### src/rtl/ipfr_pkg.sv
// ----------------------------------------------------------------------------
// ipfr_pkg
// Shared constants, register codes and types for the IR pulse frame receiver.
// ----------------------------------------------------------------------------
`timescale 1ns / 1ps
`default_nettype none

package ipfr_pkg;

  // Frame buffer size in bytes; the byte counter saturates here.
  localparam int BUF_BYTES = 512;
  localparam int BC_W      = $clog2(BUF_BYTES + 1);

  localparam int TIME_W  = 32;
  localparam int CFG_W   = 16;
  localparam int MAXP_W  = 9;
  localparam int IDX_W   = 9;
  localparam int REG_IDX_W = 3;

  // Length header: (blocks - 1) * LEN_BLOCK + remainder, then LEN_HDR header bytes
  localparam int LEN_BLOCK = 32;
  localparam int LEN_HDR   = 2;
  localparam int LEN_SHIFT = $clog2(LEN_BLOCK);
  localparam int LEN_W     = 8 + LEN_SHIFT + 1;
  localparam int CMP_W     = (LEN_W > BC_W) ? LEN_W + 1 : BC_W + 1;

  // Configuration register indexes
  localparam logic [REG_IDX_W-1:0] REG_HDR_MARK_MIN  = 3'd0;
  localparam logic [REG_IDX_W-1:0] REG_HDR_MARK_MAX  = 3'd1;
  localparam logic [REG_IDX_W-1:0] REG_HDR_SPACE_MIN = 3'd2;
  localparam logic [REG_IDX_W-1:0] REG_HDR_SPACE_MAX = 3'd3;
  localparam logic [REG_IDX_W-1:0] REG_INTERVAL_FLOOR = 3'd4;
  localparam logic [REG_IDX_W-1:0] REG_BIT_THRESHOLD = 3'd5;
  localparam logic [REG_IDX_W-1:0] REG_MAX_PAYLOAD   = 3'd6;

  // Receiver phases
  localparam logic [1:0] PH_HDR_MARK   = 2'd0;
  localparam logic [1:0] PH_HDR_SPACE  = 2'd1;
  localparam logic [1:0] PH_DATA_MARK  = 2'd2;
  localparam logic [1:0] PH_DATA_SPACE = 2'd3;

  // Request types
  localparam logic REQ_EDGE    = 1'b0;
  localparam logic REQ_RESTART = 1'b1;

  typedef struct packed {
    logic [CFG_W-1:0]  header_mark_min;
    logic [CFG_W-1:0]  header_mark_max;
    logic [CFG_W-1:0]  header_space_min;
    logic [CFG_W-1:0]  header_space_max;
    logic [CFG_W-1:0]  interval_floor;
    logic [CFG_W-1:0]  bit_threshold;
    logic [MAXP_W-1:0] max_payload;
  } cfg_t;

endpackage

`default_nettype wire

### src/rtl/ipfr_if.sv
// ----------------------------------------------------------------------------
// ipfr_if
// Valid/ready channels for edge requests and per-edge receiver results.
// ----------------------------------------------------------------------------
`timescale 1ns / 1ps
`default_nettype none

interface ipfr_in_if;
  logic        valid;
  logic        ready;
  logic        req_type;
  logic [31:0] edge_time_us;

  modport source (output valid, req_type, edge_time_us, input ready);
  modport sink   (input valid, req_type, edge_time_us, output ready);
endinterface

interface ipfr_out_if;
  logic       valid;
  logic       ready;
  logic       byte_valid;
  logic [7:0] byte_value;
  logic [8:0] byte_index;
  logic       receiving;
  logic       data_ready;
  logic       size_error;
  logic       timing_reset;
  logic [1:0] phase;

  modport source (output valid, byte_valid, byte_value, byte_index, receiving,
                  data_ready, size_error, timing_reset, phase, input ready);
  modport sink   (input valid, byte_valid, byte_value, byte_index, receiving,
                  data_ready, size_error, timing_reset, phase, output ready);
endinterface

`default_nettype wire

### src/rtl/ir_pulse_frame_receiver.sv
// ----------------------------------------------------------------------------
// ir_pulse_frame_receiver
// IR pulse-width frame receiver: edge timing checks, bit decode, byte output.
// ----------------------------------------------------------------------------
// An accepted edge's result is written straight into the output register.
// Throughput: one edge per cycle while out_ch.ready holds; the decoder state updates in the accept cycle.
// The input is ready whenever the output register is empty or being drained.
// Reset (rst, synchronous): config registers take their defaults, decoder state
// and last edge time clear, and the output register empties.
`timescale 1ns / 1ps
`default_nettype none

module ir_pulse_frame_receiver
  import ipfr_pkg::*;
(
  input  wire logic                 clk,
  input  wire logic                 rst,
  input  wire logic                 cfg_we,
  input  wire logic [REG_IDX_W-1:0] cfg_index,
  input  wire logic [CFG_W-1:0]     cfg_data,
  ipfr_in_if.sink                   in_ch,
  ipfr_out_if.source                out_ch
);

  cfg_t cfg;

  ipfr_regs u_regs (
    .clk       (clk),
    .rst       (rst),
    .cfg_we    (cfg_we),
    .cfg_index (cfg_index),
    .cfg_data  (cfg_data),
    .cfg       (cfg)
  );

  // Decoder state
  logic [1:0]        phase,       phase_next;
  logic [TIME_W-1:0] last_time,   last_time_next;
  logic [7:0]        bit_shift,   bit_shift_next;
  logic [2:0]        bit_count,   bit_count_next;
  logic [BC_W-1:0]   byte_count,  byte_count_next;
  logic [7:0]        len_blocks,  len_blocks_next;
  logic [7:0]        len_rem,     len_rem_next;

  // Per-edge results
  logic              res_byte_valid;
  logic [7:0]        res_byte_value;
  logic [IDX_W-1:0]  res_byte_index;
  logic              res_treset;
  logic              res_recv;
  logic              res_ready;
  logic              res_serr;

  logic              accept;
  logic [TIME_W-1:0] diff;
  logic              bad_interval;
  logic              data_bit;
  logic [7:0]        shift_in;
  logic [2:0]        count_inc;
  logic [LEN_W-1:0]  len_biased;   // declared length + LEN_BLOCK
  logic [CMP_W-1:0]  len_cmp;
  logic [CMP_W-1:0]  max_cmp;
  logic [CMP_W-1:0]  have_cmp;

  assign in_ch.ready = !out_ch.valid || out_ch.ready;
  assign accept      = in_ch.valid && in_ch.ready;

  assign diff      = in_ch.edge_time_us - last_time;
  assign bad_interval = ((diff > TIME_W'(cfg.header_mark_max)) && !phase[1]) ||
                        (diff < TIME_W'(cfg.interval_floor));
  assign data_bit  = diff > TIME_W'(cfg.bit_threshold);
  assign shift_in  = {bit_shift[6:0], data_bit};
  assign count_inc = bit_count + 3'd1;

  always_comb begin
    phase_next      = phase;
    last_time_next  = last_time;
    bit_shift_next  = bit_shift;
    bit_count_next  = bit_count;
    byte_count_next = byte_count;
    len_blocks_next = len_blocks;
    len_rem_next    = len_rem;
    res_byte_valid  = 1'b0;
    res_byte_value  = '0;
    res_byte_index  = '0;
    res_treset      = 1'b0;

    if (in_ch.req_type == REQ_RESTART) begin
      phase_next      = PH_HDR_MARK;
      bit_shift_next  = '0;
      bit_count_next  = '0;
      byte_count_next = '0;
      len_blocks_next = '0;
      len_rem_next    = '0;
    end else begin
      last_time_next = in_ch.edge_time_us;
      if ((last_time == '0) || (last_time > in_ch.edge_time_us) || bad_interval) begin
        res_treset = 1'b1;
      end else begin
        unique case (phase)
          PH_HDR_MARK: begin
            if (diff >= TIME_W'(cfg.header_mark_min)) begin
              phase_next = PH_HDR_SPACE;
            end else begin
              res_treset = 1'b1;
            end
          end
          PH_HDR_SPACE: begin
            if ((diff >= TIME_W'(cfg.header_space_min)) &&
                (diff <= TIME_W'(cfg.header_space_max))) begin
              phase_next = PH_DATA_MARK;
            end else begin
              res_treset = 1'b1;
            end
          end
          PH_DATA_MARK: begin
            phase_next = PH_DATA_SPACE;
            // bits past a full buffer are dropped
            if (byte_count < BC_W'(BUF_BYTES)) begin
              bit_shift_next = shift_in;
              bit_count_next = count_inc;
              if (count_inc == 3'd0) begin
                res_byte_valid  = 1'b1;
                res_byte_value  = shift_in;
                res_byte_index  = IDX_W'(byte_count);
                bit_shift_next  = '0;
                byte_count_next = byte_count + BC_W'(1);
                if (byte_count == BC_W'(0)) begin
                  len_blocks_next = shift_in;
                end
                if (byte_count == BC_W'(1)) begin
                  len_rem_next = shift_in;
                end
              end
            end
          end
          PH_DATA_SPACE: begin
            phase_next = PH_DATA_MARK;
          end
          default: ;
        endcase
      end
      if (res_treset) begin
        phase_next      = PH_HDR_MARK;
        bit_shift_next  = '0;
        bit_count_next  = '0;
        byte_count_next = '0;
        len_blocks_next = '0;
        len_rem_next    = '0;
      end
    end
  end

  // Length checks on the updated state, with the length biased by one block
  // so everything stays unsigned: length <= 0 means biased <= LEN_BLOCK.
  assign len_biased = {1'b0, len_blocks_next, {LEN_SHIFT{1'b0}}} + LEN_W'(len_rem_next);
  assign len_cmp    = CMP_W'(len_biased);
  assign max_cmp    = CMP_W'(cfg.max_payload) + CMP_W'(LEN_BLOCK);
  assign have_cmp   = CMP_W'(byte_count_next) + CMP_W'(LEN_BLOCK - LEN_HDR);

  assign res_recv  = byte_count_next > BC_W'(LEN_HDR);
  assign res_serr  = res_recv && ((len_cmp <= CMP_W'(LEN_BLOCK)) || (len_cmp > max_cmp));
  assign res_ready = res_recv && !res_serr && (have_cmp >= len_cmp);

  always_ff @(posedge clk) begin
    if (rst) begin
      phase      <= PH_HDR_MARK;
      last_time  <= '0;
      bit_shift  <= '0;
      bit_count  <= '0;
      byte_count <= '0;
      len_blocks <= '0;
      len_rem    <= '0;
    end else if (accept) begin
      phase      <= phase_next;
      last_time  <= last_time_next;
      bit_shift  <= bit_shift_next;
      bit_count  <= bit_count_next;
      byte_count <= byte_count_next;
      len_blocks <= len_blocks_next;
      len_rem    <= len_rem_next;
    end
  end

  // Result register
  always_ff @(posedge clk) begin
    if (rst) begin
      out_ch.valid <= 1'b0;
    end else if (accept) begin
      out_ch.valid <= 1'b1;
    end else if (out_ch.ready) begin
      out_ch.valid <= 1'b0;
    end
  end

  always_ff @(posedge clk) begin
    if (accept) begin
      out_ch.byte_valid   <= res_byte_valid;
      out_ch.byte_value   <= res_byte_value;
      out_ch.byte_index   <= res_byte_index;
      out_ch.receiving    <= res_recv;
      out_ch.data_ready   <= res_ready;
      out_ch.size_error   <= res_serr;
      out_ch.timing_reset <= res_treset;
      out_ch.phase        <= phase_next;
    end
  end

endmodule

`default_nettype wire

### src/rtl/ipfr_regs.sv
// ----------------------------------------------------------------------------
// ipfr_regs
// Configuration register file with write-only access.
// ----------------------------------------------------------------------------
`timescale 1ns / 1ps
`default_nettype none

module ipfr_regs
  import ipfr_pkg::*;
(
  input  wire logic                 clk,
  input  wire logic                 rst,
  input  wire logic                 cfg_we,
  input  wire logic [REG_IDX_W-1:0] cfg_index,
  input  wire logic [CFG_W-1:0]     cfg_data,
  output cfg_t                      cfg
);

  always_ff @(posedge clk) begin
    if (rst) begin
      cfg.header_mark_min  <= CFG_W'(2000);
      cfg.header_mark_max  <= CFG_W'(4000);
      cfg.header_space_min <= CFG_W'(1000);
      cfg.header_space_max <= CFG_W'(2000);
      cfg.interval_floor   <= CFG_W'(100);
      cfg.bit_threshold    <= CFG_W'(1000);
      cfg.max_payload      <= MAXP_W'(510);
    end else if (cfg_we) begin
      unique case (cfg_index)
        REG_HDR_MARK_MIN:   cfg.header_mark_min  <= cfg_data;
        REG_HDR_MARK_MAX:   cfg.header_mark_max  <= cfg_data;
        REG_HDR_SPACE_MIN:  cfg.header_space_min <= cfg_data;
        REG_HDR_SPACE_MAX:  cfg.header_space_max <= cfg_data;
        REG_INTERVAL_FLOOR: cfg.interval_floor   <= cfg_data;
        REG_BIT_THRESHOLD:  cfg.bit_threshold    <= cfg_data;
        REG_MAX_PAYLOAD:    cfg.max_payload      <= cfg_data[MAXP_W-1:0];
        default: ;
      endcase
    end
  end

endmodule

`default_nettype wire

### src/flat_wrapper.sv
// flat-port wrapper written by rule: the top's interface ports become plain ports
module ir_pulse_frame_receiver_flat import ipfr_pkg::*;
  (clk, rst, cfg_we, cfg_index, cfg_data, in_ch_valid, in_ch_req_type, in_ch_edge_time_us, in_ch_ready, out_ch_valid, out_ch_byte_valid, out_ch_byte_value, out_ch_byte_index, out_ch_receiving, out_ch_data_ready, out_ch_size_error, out_ch_timing_reset, out_ch_phase, out_ch_ready);
  ipfr_in_if in_ch_i ();
  ipfr_out_if out_ch_i ();
  input  wire logic clk;
  input  wire logic rst;
  input  wire logic cfg_we;
  input  wire logic [REG_IDX_W-1:0] cfg_index;
  input  wire logic [CFG_W-1:0] cfg_data;
  input wire logic [$bits(in_ch_i.valid)-1:0] in_ch_valid;
  input wire logic [$bits(in_ch_i.req_type)-1:0] in_ch_req_type;
  input wire logic [$bits(in_ch_i.edge_time_us)-1:0] in_ch_edge_time_us;
  output wire logic [$bits(in_ch_i.ready)-1:0] in_ch_ready;
  output wire logic [$bits(out_ch_i.valid)-1:0] out_ch_valid;
  output wire logic [$bits(out_ch_i.byte_valid)-1:0] out_ch_byte_valid;
  output wire logic [$bits(out_ch_i.byte_value)-1:0] out_ch_byte_value;
  output wire logic [$bits(out_ch_i.byte_index)-1:0] out_ch_byte_index;
  output wire logic [$bits(out_ch_i.receiving)-1:0] out_ch_receiving;
  output wire logic [$bits(out_ch_i.data_ready)-1:0] out_ch_data_ready;
  output wire logic [$bits(out_ch_i.size_error)-1:0] out_ch_size_error;
  output wire logic [$bits(out_ch_i.timing_reset)-1:0] out_ch_timing_reset;
  output wire logic [$bits(out_ch_i.phase)-1:0] out_ch_phase;
  input wire logic [$bits(out_ch_i.ready)-1:0] out_ch_ready;
  assign in_ch_i.valid = in_ch_valid;
  assign in_ch_i.req_type = in_ch_req_type;
  assign in_ch_i.edge_time_us = in_ch_edge_time_us;
  assign in_ch_ready = in_ch_i.ready;
  assign out_ch_valid = out_ch_i.valid;
  assign out_ch_byte_valid = out_ch_i.byte_valid;
  assign out_ch_byte_value = out_ch_i.byte_value;
  assign out_ch_byte_index = out_ch_i.byte_index;
  assign out_ch_receiving = out_ch_i.receiving;
  assign out_ch_data_ready = out_ch_i.data_ready;
  assign out_ch_size_error = out_ch_i.size_error;
  assign out_ch_timing_reset = out_ch_i.timing_reset;
  assign out_ch_phase = out_ch_i.phase;
  assign out_ch_i.ready = out_ch_ready;
  ir_pulse_frame_receiver u_core (.clk(clk), .rst(rst), .cfg_we(cfg_we), .cfg_index(cfg_index), .cfg_data(cfg_data), .in_ch(in_ch_i), .out_ch(out_ch_i));
endmodule
### config.mk
export PLATFORM = sky130hd
export DESIGN_NAME = ir_pulse_frame_receiver_flat
export DESIGN_NICKNAME = d
export VERILOG_FILES = /design/src/rtl/ipfr_pkg.sv /design/src/rtl/ipfr_if.sv /design/src/rtl/ir_pulse_frame_receiver.sv /design/src/rtl/ipfr_regs.sv /design/src/flat_wrapper.sv
export SDC_FILE = /design/constraint.sdc
export NUM_CORES = 1
export LEC_CHECK = 0
export ABC_AREA = 1
export BUFFER_PORTS_ARGS = -buffer_cell sky130_fd_sc_hd__buf_4
export CAP_MARGIN = 0
export CORE_MARGIN = 4
export CORE_UTILIZATION = 30
export DETAILED_ROUTE_END_ITERATION = 7
export GPL_ROUTABILITY_DRIVEN = 1
export GPL_TIMING_DRIVEN = 0
export SLEW_MARGIN = 20
export SYNTH_ARGS = -nofsm -noshare
export SYNTH_HDL_FRONTEND = slang
export SYNTH_SLANG_ARGS = --single-unit
### constraint.sdc
create_clock -name clk -period 15.29 [get_ports clk]
set_input_delay 4.587 -clock clk [delete_from_list [all_inputs] [get_ports clk]]
set_output_delay 4.587 -clock clk [all_outputs]
set_load 0.01 [all_outputs]
==> run summary, run 1 <==
OpenSTA, run right after detailed placement, puts the worst setup slack at 3.69 ns. The data arrival time of the critical path was 11.36 ns. The combined buffer and inverter count along the critical path is 8. For the number of fill cells, the log shows 4,935. The per-cell via count in the routed design is 4.82, and the relative contribution of the clock network to total power is 31.8%. In this run the cell area measured after placement is 15,200 um2. Detailed placement finished with a half-perimeter wire length of 33,100 um.

The final critical-path required period was 11.14 ns; the multiplexer share of the synthesized area was 0%. For the total setup violations reported at the end of the flow, the log shows 0. The longest clock path from root to sink contains 2 buffers.

The number of different library cells used by synthesis comes to 49. Combinational cells account for 29.4% of the total power. In this run the static leakage power is 7.55 nW. The logs give 45,400 um2 for the area of the core and 0.0109 ns for the maximum clock skew at final layout. Summed over all nets, the switching power comes to 0.531 mW.

Setup repair after global routing left no endpoint under its margin. The cell area that synthesis handed to floorplanning was 13,800 um2. The detail route stage leaves a number of antenna-violating nets equal to 0.

The power per cell area was 92.8 nW/um2; the H-tree depth reported by CTS was 4. Clock tree synthesis selected as its root buffer the cell sky130_fd_sc_hd__clkbuf_16. VDD sags by at most 78.1 uV.

After detailed routing, the number of remaining DRC violations is 0. The sequential cell area fraction in the yosys report is 30.8%. Summed over all layers, the global routing overflow is 0. The number of global-route vias before repair came out at 12,600. Capture instance of the worst register-to-register path: u_core.out_ch.size_error. The kind of start point of the critical path is an input pin.

Total clock buffers created by CTS: 17. The required time at the endpoint of the critical path was 15.51 ns. Part of the total power dissipated in sequential elements: 38.8%.

The final antenna diode count was 0; the starting utilization of the core area was 30.3%. The largest total area in the synthesized netlist belongs to sky130_fd_sc_hd__dfxtp_1. In this run switching power makes up 36.3% of total power. Slowest stage cell on the critical path: sky130_fd_sc_hd__xor2_1. For the number of ports placed on the die boundary, the log shows 83. For the pin with the worst max-slew slack, the measured transition is 1.04 ns.

In the final timing run, aggregate negative setup slack is 0 ns. After Yosys synthesis, and, or, nand and nor cells account for 23.5% of the synthesized area. By area the synthesized netlist is led by sky130_fd_sc_hd__dfxtp_1 26%, sky130_fd_sc_hd__ha_1 14%, sky130_fd_sc_hd__nand2_1 12%. The worst hold path terminates at u_core.u_regs.cfg[37]. Gates resized during post-CTS repair numbered 0. Across all layers, the routed design uses 13,200 vias. The most common cell in the netlist was sky130_fd_sc_hd__nand2_1. The family of cells with the greatest summed delay on the critical path was simple AND/OR/NAND/NOR gates. The path class of the tightest hold or removal check is flip-flop to flip-flop. The run finished with clean final reports.

The first global-routing pass estimated 67,300 um of wire. Counting flops with a built-in enable in the synthesized netlist gives 24. The run gives 21 as the largest net degree at the start of global routing. Post-CTS timing repair inserted 0 buffers for setup. Summing the areas of all compound-gate instances in the mapped netlist gives 17.3% of the synthesized area.

The routability-driven placement congestion ratio is 0.901. Largest family of logic cells by synthesized area: simple AND/OR/NAND/NOR gates. The number of port buffers is 82, and the detailed-router iteration count before antenna repair is 6. The worst register-to-register path has a setup slack of 8.04 ns.

The critical path endpoint category is a flip-flop. The cell depth of the worst min-delay path came out at 2. Summing all non-filler instances in the final layout gives an area of 15,700 um2.

The clock transition at the registers of the reported paths is 0.08 ns, and the max-cap violation count is 0. The area added between synthesis and finish works out to 14.4%. Timing would allow up to 89.8 MHz. The mean cell area of the mapped netlist came out at 6.81 um2.

The commonest cells after synthesis are 457 x sky130_fd_sc_hd__nand2_1, 363 x sky130_fd_sc_hd__inv_1, 200 x sky130_fd_sc_hd__a21oi_1, 176 x sky130_fd_sc_hd__dfxtp_1, 174 x sky130_fd_sc_hd__o21ai_0. For this design, the CTS-stage hold fixing added 0 buffers. The logs give 2,237 for the net count after synthesis and 200 for the number of clock sinks. Clock latency on the worst-skew pair, taken at its later pin, is 0.47 ns. The total die area came out at 49,400 um2.

TritonCTS built the clock tree. The number of nets at the end of the flow was 2,339; the overall routed net length was 42,000 um. Critical register-to-register path startpoint: u_core.last_time[0]. The top cell type by area accounts for 25.6% of the synthesized area. In the final routed layout, each cell accounts on average for 15.4 um. The worst register-to-register path has a depth of 39.

The violation count after the first detailed-route iteration came out at 783. The number of hold violations in the final report was 0; the relative slew slack was 30.5%. In this run the horizontal extent of the chip is 222 um. Yosys printed 0 warnings.

The part of the cycle the worst path needs works out to 72.9%. The floorplan step set the die height to 222 um. The number of slew-limit violations in the final report is 0, and the number of cells produced by synthesis is 2,020. Library cell appearing most often on the critical path: sky130_fd_sc_hd__nand3_1.

The share of final-layout standard cells stronger than drive strength 1 came out at 7.68%. The worst hold path begins at u_core.u_regs.cfg[37]. The share of synthesized registers carrying an async set or reset came out at 0%. The largest single stage delay on the critical path is 0.76 ns. The xor/xnor share of the synthesized area was 1.91%; the maximum fanout along the worst path was 10. The dominant register cell in the synthesized netlist is sky130_fd_sc_hd__dfxtp_1. After Yosys synthesis, full adders, half adders and majority gates account for 14.7% of the synthesized area. Cell internal power dissipation: 0.931 mW.

Initial antenna violation count: 0. The critical path is of the input pin to flip-flop type. The total of flip-flops plus latches after synthesis was 200.

The overall global routing resource usage was 16.9%; the total number of placement rows was 78. The setup slack after layout came out at 4.15 ns.
==> flip-flops by register name, summed over array words and instances, names as in the netlist, 3 cells and up <==
register / cells
u_core.bit_count: 3
u_core.bit_shift: 7
u_core.byte_count: 10
u_core.last_time: 32
u_core.len_blocks: 8
u_core.len_rem: 8
u_core.out_ch.byte_index: 9
u_core.out_ch.byte_value: 8
u_core.u_regs.cfg: 105
==> routing by layer <==
metal  global-route usage [%]  vias to the layer above  share of wire [%]  wire, um
met5                        0                        -                  0         0
met2                     28.5                      308                 46     19500
met1                     21.9                     6036                 46     19300
met4                     6.58                        0                3.5      1460
met3                     2.51                       71                4.3      1830
li1                         -                     6756                  -         -
==> metrics by stage <==
step | util (%) | hold slack (ns) | total power [mW] | cells
6_report | 34.7 | 0.463 | 1.46 | 2735
3_3_place_gp | 33.3 | 0.447 | 0.995 | 2702
5_1_grt | 34.7 | 0.486 | 1.56 | 2735
4_1_cts | 34.7 | 0.464 | 1.48 | 2735
2_1_floorplan | - | 0.435 | 0.868 | 2020
3_5_place_dp | 33.4 | 0.453 | 1.01 | 2703
==> final cells by class <==
type	instances	area [um2]	share of cell area, %
multi-input cells	1394	7890	50.1
flip-flops and latches	200	4240	27.0
inverters	374	1410	8.92
well taps	600	751	4.77
repair buffers	83	643	4.08
clock buffers	18	450	2.86
plain buffers	52	228	1.45
clock inverters	14	136	0.866
==> logic make-up (layout without fill, tap and decap cells) <==
family | Yosys count | in the layout
buffers and inverters | 426 | 541
adders and majority gates | 160 | 160
DFF | 200 | 200
xor gates and xnor gates | 30 | 30
and+or+nand+nor | 765 | 765
AOI/OAI and AO/OA | 439 | 439
==> worst reg2reg max path: cells and delay by family, from the launching register on <==
kind	cells	cell delay (ns)
flip-flops	1	0.36
XOR/XNOR	1	0.76
buffers and inverters	6	0.72
AO/OA/AOI/OAI	5	0.76
AND/OR/NAND/NOR	22	2.87
adder cells (fa/ha/maj)	5	1.54
==> power by group through the flow <==
stage	Combinational, mW	Clock [mW]	Sequential, mW
floorplan	0.290	0	0.578
global placement	0.416	0	0.579
detailed placement	0.429	0	0.579
CTS	0.431	0.477	0.567
global route	0.493	0.495	0.570
finish	0.430	0.465	0.567
==> how the worst max path moves through the flow <==
stage / cells past startpoint / startpoint / slack, ns / endpoint
2_1_floorplan: 39 / in_ch_edge_time_us[0] / 5.50 / u_core.out_ch.size_error
3_3_place_gp: 41 / in_ch_edge_time_us[0] / 3.77 / u_core.out_ch.size_error
3_5_place_dp: 42 / in_ch_edge_time_us[0] / 3.69 / u_core.out_ch.size_error
4_1_cts: 41 / in_ch_edge_time_us[0] / 4.14 / u_core.out_ch.size_error
5_1_grt: 43 / in_ch_edge_time_us[0] / 3.62 / u_core.out_ch.size_error
6_report: 41 / in_ch_edge_time_us[0] / 4.15 / u_core.out_ch.size_error
==> layout by cell type, fill, tap and decap left out, drive strengths merged, types with 32 or more instances in the layout <==
| cell | Yosys | routed |
|---|---|---|
| a21oi | 201 | 201 |
| buf | 6 | 89 |
| clkbuf | 46 | 64 |
| dfxtp | 176 | 176 |
| ha | 158 | 158 |
| inv | 372 | 378 |
| nand2 | 468 | 468 |
| nand3 | 74 | 74 |
| nor2 | 161 | 161 |
| o211ai | 32 | 32 |
| o21ai | 175 | 175 |
Power figures use the tool's default switching activity.
==> run 2: changes to the inputs <==
--- a/config.mk
+++ b/config.mk
@@ -5,7 +5,7 @@
 export SDC_FILE = /design/constraint.sdc
 export NUM_CORES = 1
 export LEC_CHECK = 0
-export ABC_AREA = 1
+export ABC_AREA = 0
 export BUFFER_PORTS_ARGS = -buffer_cell sky130_fd_sc_hd__buf_4
 export CAP_MARGIN = 0
 export CORE_MARGIN = 4
==> constraint.sdc (replaced) <==
create_clock -name clk -period 10.94 [get_ports clk]
set_input_delay 3.282 -clock clk [delete_from_list [all_inputs] [get_ports clk]]
set_output_delay 3.282 -clock clk [all_outputs]
set_load 0.01 [all_outputs]
==> run 2 against run 1 <==
  * First-iteration DRC count rose by 3.8%
  * Clock-buffer cell count rose by 2
  * Synthesized area fell by 3.3%
  * Total power rose by 29%
  * Critical path type unchanged
  * Largest power group unchanged
==> run summary, run 2 <==
STA classifies the critical path startpoint as an input pin. The register with the most flip-flops in the final layout is u_core.u_regs.cfg. Summed over all nets, the half-perimeter wirelength after detailed placement is 31,400 um. The max-cap violation count is 0. Most common library cell in the layout ignoring fill and taps: sky130_fd_sc_hd__nand2_1.

STA puts the critical path data required time at 11.14 ns. Of the post-synthesis cell area, the dominant cell type holds 26.5%. The share of the Yosys chip area taken by registers is 31.9%. Counting instances in the post-synthesis netlist gives the leading cell types as 324 x sky130_fd_sc_hd__nand2_1, 205 x sky130_fd_sc_hd__a21oi_1, 176 x sky130_fd_sc_hd__dfxtp_1, 158 x sky130_fd_sc_hd__ha_1, 154 x sky130_fd_sc_hd__inv_1. For this run, the total global-route usage over all layers was measured as 16.7%. The number of global-route vias before repair is 11,400, and the routed wirelength normalized by instance count is 16.7 um.

The core region is 43,500 um2. Cells with a size suffix above 1 make up 9.09% of the layout. The initial utilization of the core area, before any placement, comes to 30.6%. The flow ran to the end, and the final reports show no timing, DRC or antenna violations. The tools report the capture instance of the worst register-to-register path as u_core.out_ch.size_error. The tools report the number of slew-limit violations in the final report as 0. The library cells used most frequently in the layout, excluding fill and tap cells, are 324 x sky130_fd_sc_hd__nand2_1, 204 x sky130_fd_sc_hd__a21oi_1, 176 x sky130_fd_sc_hd__dfxtp_1. In this run the worst path has a maximum fanout of 10. The total number of placement rows was 76; the detailed-router iteration count before antenna repair was 5.

The total clock buffers created by CTS was 17. By startpoint and endpoint, the worst setup path is classified as input pin to flip-flop. The family of cells with the greatest summed delay on the critical path was compound AO/OA/AOI/OAI gates. The congestion estimate from routability-driven global placement came to 0.888.

The maximum clock rate was 94.6 MHz. The tools report the critical register-to-register path startpoint as u_core.last_time[1]. The initial antenna violation count is 0, and the peak supply drop is 86.7 uV. The largest single stage delay on the critical path is 0.55 ns. The final-layout setup total negative slack is 0 ns, and the violation count after the first detailed-route iteration is 813. The run gives 12,300 as the number of vias after detailed routing.

The number of clock sinks is 200. On the critical path, the stage with the largest delay is an instance of sky130_fd_sc_hd__or4_4. Counting along the longest clock path gives a buffer depth of 2. The tools report the startpoint of the worst hold path as u_core.len_blocks[2]. The setup check on the worst reg-to-reg path leaves a slack of 2.86 ns. The maximum clock skew at final layout came out at 0.0154 ns.

The tree is rooted in a sky130_fd_sc_hd__clkbuf_16. Synthesis produced 1,713 cells. After synthesis, the mean cell area works out to 7.77 um2. In this run the cell area of the synthesized design comes to 13,300 um2. The number of antenna diodes in the final layout is 0. The die is 219 um wide. Yosys mapped the design onto 68 distinct sky130hd cell types. Entering global routing, the biggest net connects 25 pins. The path with the worst hold slack has its endpoint at u_core.len_blocks[2].

STA puts the critical path data arrival time at 10.77 ns. The run gives 0 as the number of hold violations in the final report. The run gives 47,800 um2 as the total die area. Port buffering added 79 buffers. In the final layout, flip-flops and latches occupy 4240 um2. The total of flip-flops plus latches after synthesis was 200; the number of enable-type register cells in the synthesized netlist was 24. The filler cells instantiated in the layout total 4,524. The run gives 0 as the total setup violations reported at the end of the flow. The per-cell via count in the routed design is 5.09.

The relative slew slack came out at 31.4%. Of all flip-flops after synthesis, the portion carrying an async set or reset was 0%. The combined buffer and inverter count along the critical path was 4. Dominant register cell in the synthesized netlist: sky130_fd_sc_hd__dfxtp_1.

The power per cell area is 123 nW/um2, and the part of the cycle the worst path needs is 96.6%. The most common cell in the synthesized netlist is sky130_fd_sc_hd__nand2_1. The library cell appearing most often on the critical path was sky130_fd_sc_hd__ha_1. Kind of path behind the tightest hold check: flip-flop to flip-flop. The wire length of the first global-routing pass is 63,000 um. During synthesis, Yosys emitted a total of 0 warnings.

The die is 219 um tall. The total overflow left after global routing is 0. The final critical-path required period was 10.57 ns. The critical path endpoint category was a flip-flop.

In the final layout, the registers with the most flip-flops are u_core.u_regs.cfg (105), u_core.last_time (32), u_core.byte_count (10). CTS built an H-tree with a depth of 4. The worst-margin pin slew was 1.02 ns. After the last flow step, the layout net total stands at 2,031. The clock transition at the registers of the reported paths was 0.07 ns. Of all cell types, the one taking the most synthesized area is sky130_fd_sc_hd__dfxtp_1. The run gives 6.25 nW as the static power due to leakage. The final routed DRC violation total was 0; the number of flip-flops under the largest register name was 105. The number of cells traversed by the worst register-to-register path was 32; the area added between synthesis and finish was 15.5%. Wires add up to 40,200 um. The number of nets handed over by synthesis was 1,930. The tools report the hold buffer count at CTS as 0.

Summing all multi-input logic gate instances after layout gives 8280 um2. In the post-synthesis netlist, the biggest area contributors are sky130_fd_sc_hd__dfxtp_1 26%, sky130_fd_sc_hd__ha_1 15%, sky130_fd_sc_hd__nand2_1 9.1%. TritonCTS built the clock tree. The number of ports placed on the die boundary is 83, and the source-to-sink clock delay at the later pin of the worst-skew pair is 0.46 ns. Once layout is complete, the utilization of the core stands at 35.4%. The cell depth of the worst min-delay path is 2. The detail route stage leaves a number of antenna-violating nets equal to 0.
run 2: cells by family after synthesis:
group                    count (synthesis)  share of synthesized area [%]
AND/OR/NAND/NOR                        654                           22.9
buffers and inverters                  227                           6.63
adder cells (fa/ha/maj)                160                           15.2
XOR/XNOR                                39                           2.57
flip-flops                             200                           31.9
multiplexers                            19                           1.44
AO/OA/AOI/OAI                          414                           19.4
run 2: worst reg2reg max path, delay by kind of cell (launching register included):
family / cells / cell delay, ns
AO/OA/AOI/OAI: 16 / 3.71
XOR/XNOR: 2 / 0.65
adder cells (fa/ha/maj): 4 / 1.24
buffers and inverters: 4 / 0.55
flip-flops: 1 / 0.41
AND/OR/NAND/NOR: 6 / 1.30
run 2: worst max-delay path by stage:
| stage | start | end | slack, ns | cells after the start |
|---|---|---|---|---|
| finish | in_ch_edge_time_us[1] | u_core.out_ch.size_error | 0.37 | 32 |
| global route | in_ch_edge_time_us[1] | u_core.out_ch.size_error | -0.03 | 35 |
| CTS | in_ch_edge_time_us[1] | u_core.out_ch.size_error | 0.006 | 32 |
| detailed placement | in_ch_edge_time_us[0] | u_core.out_ch.size_error | -0.84 | 30 |
| global placement | in_ch_edge_time_us[0] | u_core.out_ch.size_error | -0.83 | 30 |
| floorplan | in_ch_edge_time_us[3] | u_core.out_ch.size_error | 1.15 | 29 |
run 2: power breakdown:
part / switching, mW / internal, mW
clock: 0.316 / 0.342
combinational: 0.280 / 0.177
sequential: 0.0106 / 0.761
run 2: area by class of cell:
type	instances	area share (%)
Multi-Input combinational cell	1286	53.9
Clock buffer	20	3.04
Tap cell	585	4.76
Timing Repair Buffer	82	4.14
Buffer	72	1.96
Sequential cell	200	27.6
Clock inverter	12	0.830
Inverter	155	3.79
run 2: metrics by stage:
step | worst slack [ns] | instance area (um2) | cells | total power, mW | hold slack (ns)
6_report | 0.370 | 15400 | 2412 | 1.89 | 0.455
4_1_cts | 0.00597 | 15300 | 2410 | 1.89 | 0.456
2_1_floorplan | 1.15 | 13300 | 1713 | 1.08 | 0.436
5_1_grt | -0.0280 | 15400 | 2412 | 1.99 | 0.476
3_5_place_dp | -0.845 | 14700 | 2378 | 1.23 | 0.446
3_3_place_gp | -0.829 | 14600 | 2377 | 1.22 | 0.442
run 2: timing repair:
action,in CTS,in global routing
endpoints found under the setup margin,2,2
pin swaps,0,1
setup buffers,0,2
gates resized for setup,5,10
run 2: per-layer routing:
metal | up-vias | part of all wire [%] | global-route usage, %
li1 | 6144 | - | -
met1 | 5714 | 45 | 22.1
met2 | 371 | 47 | 27.6
met3 | 49 | 6.1 | 3.13
met4 | 0 | 2.1 | 4.99
met5 | - | 0 | 0
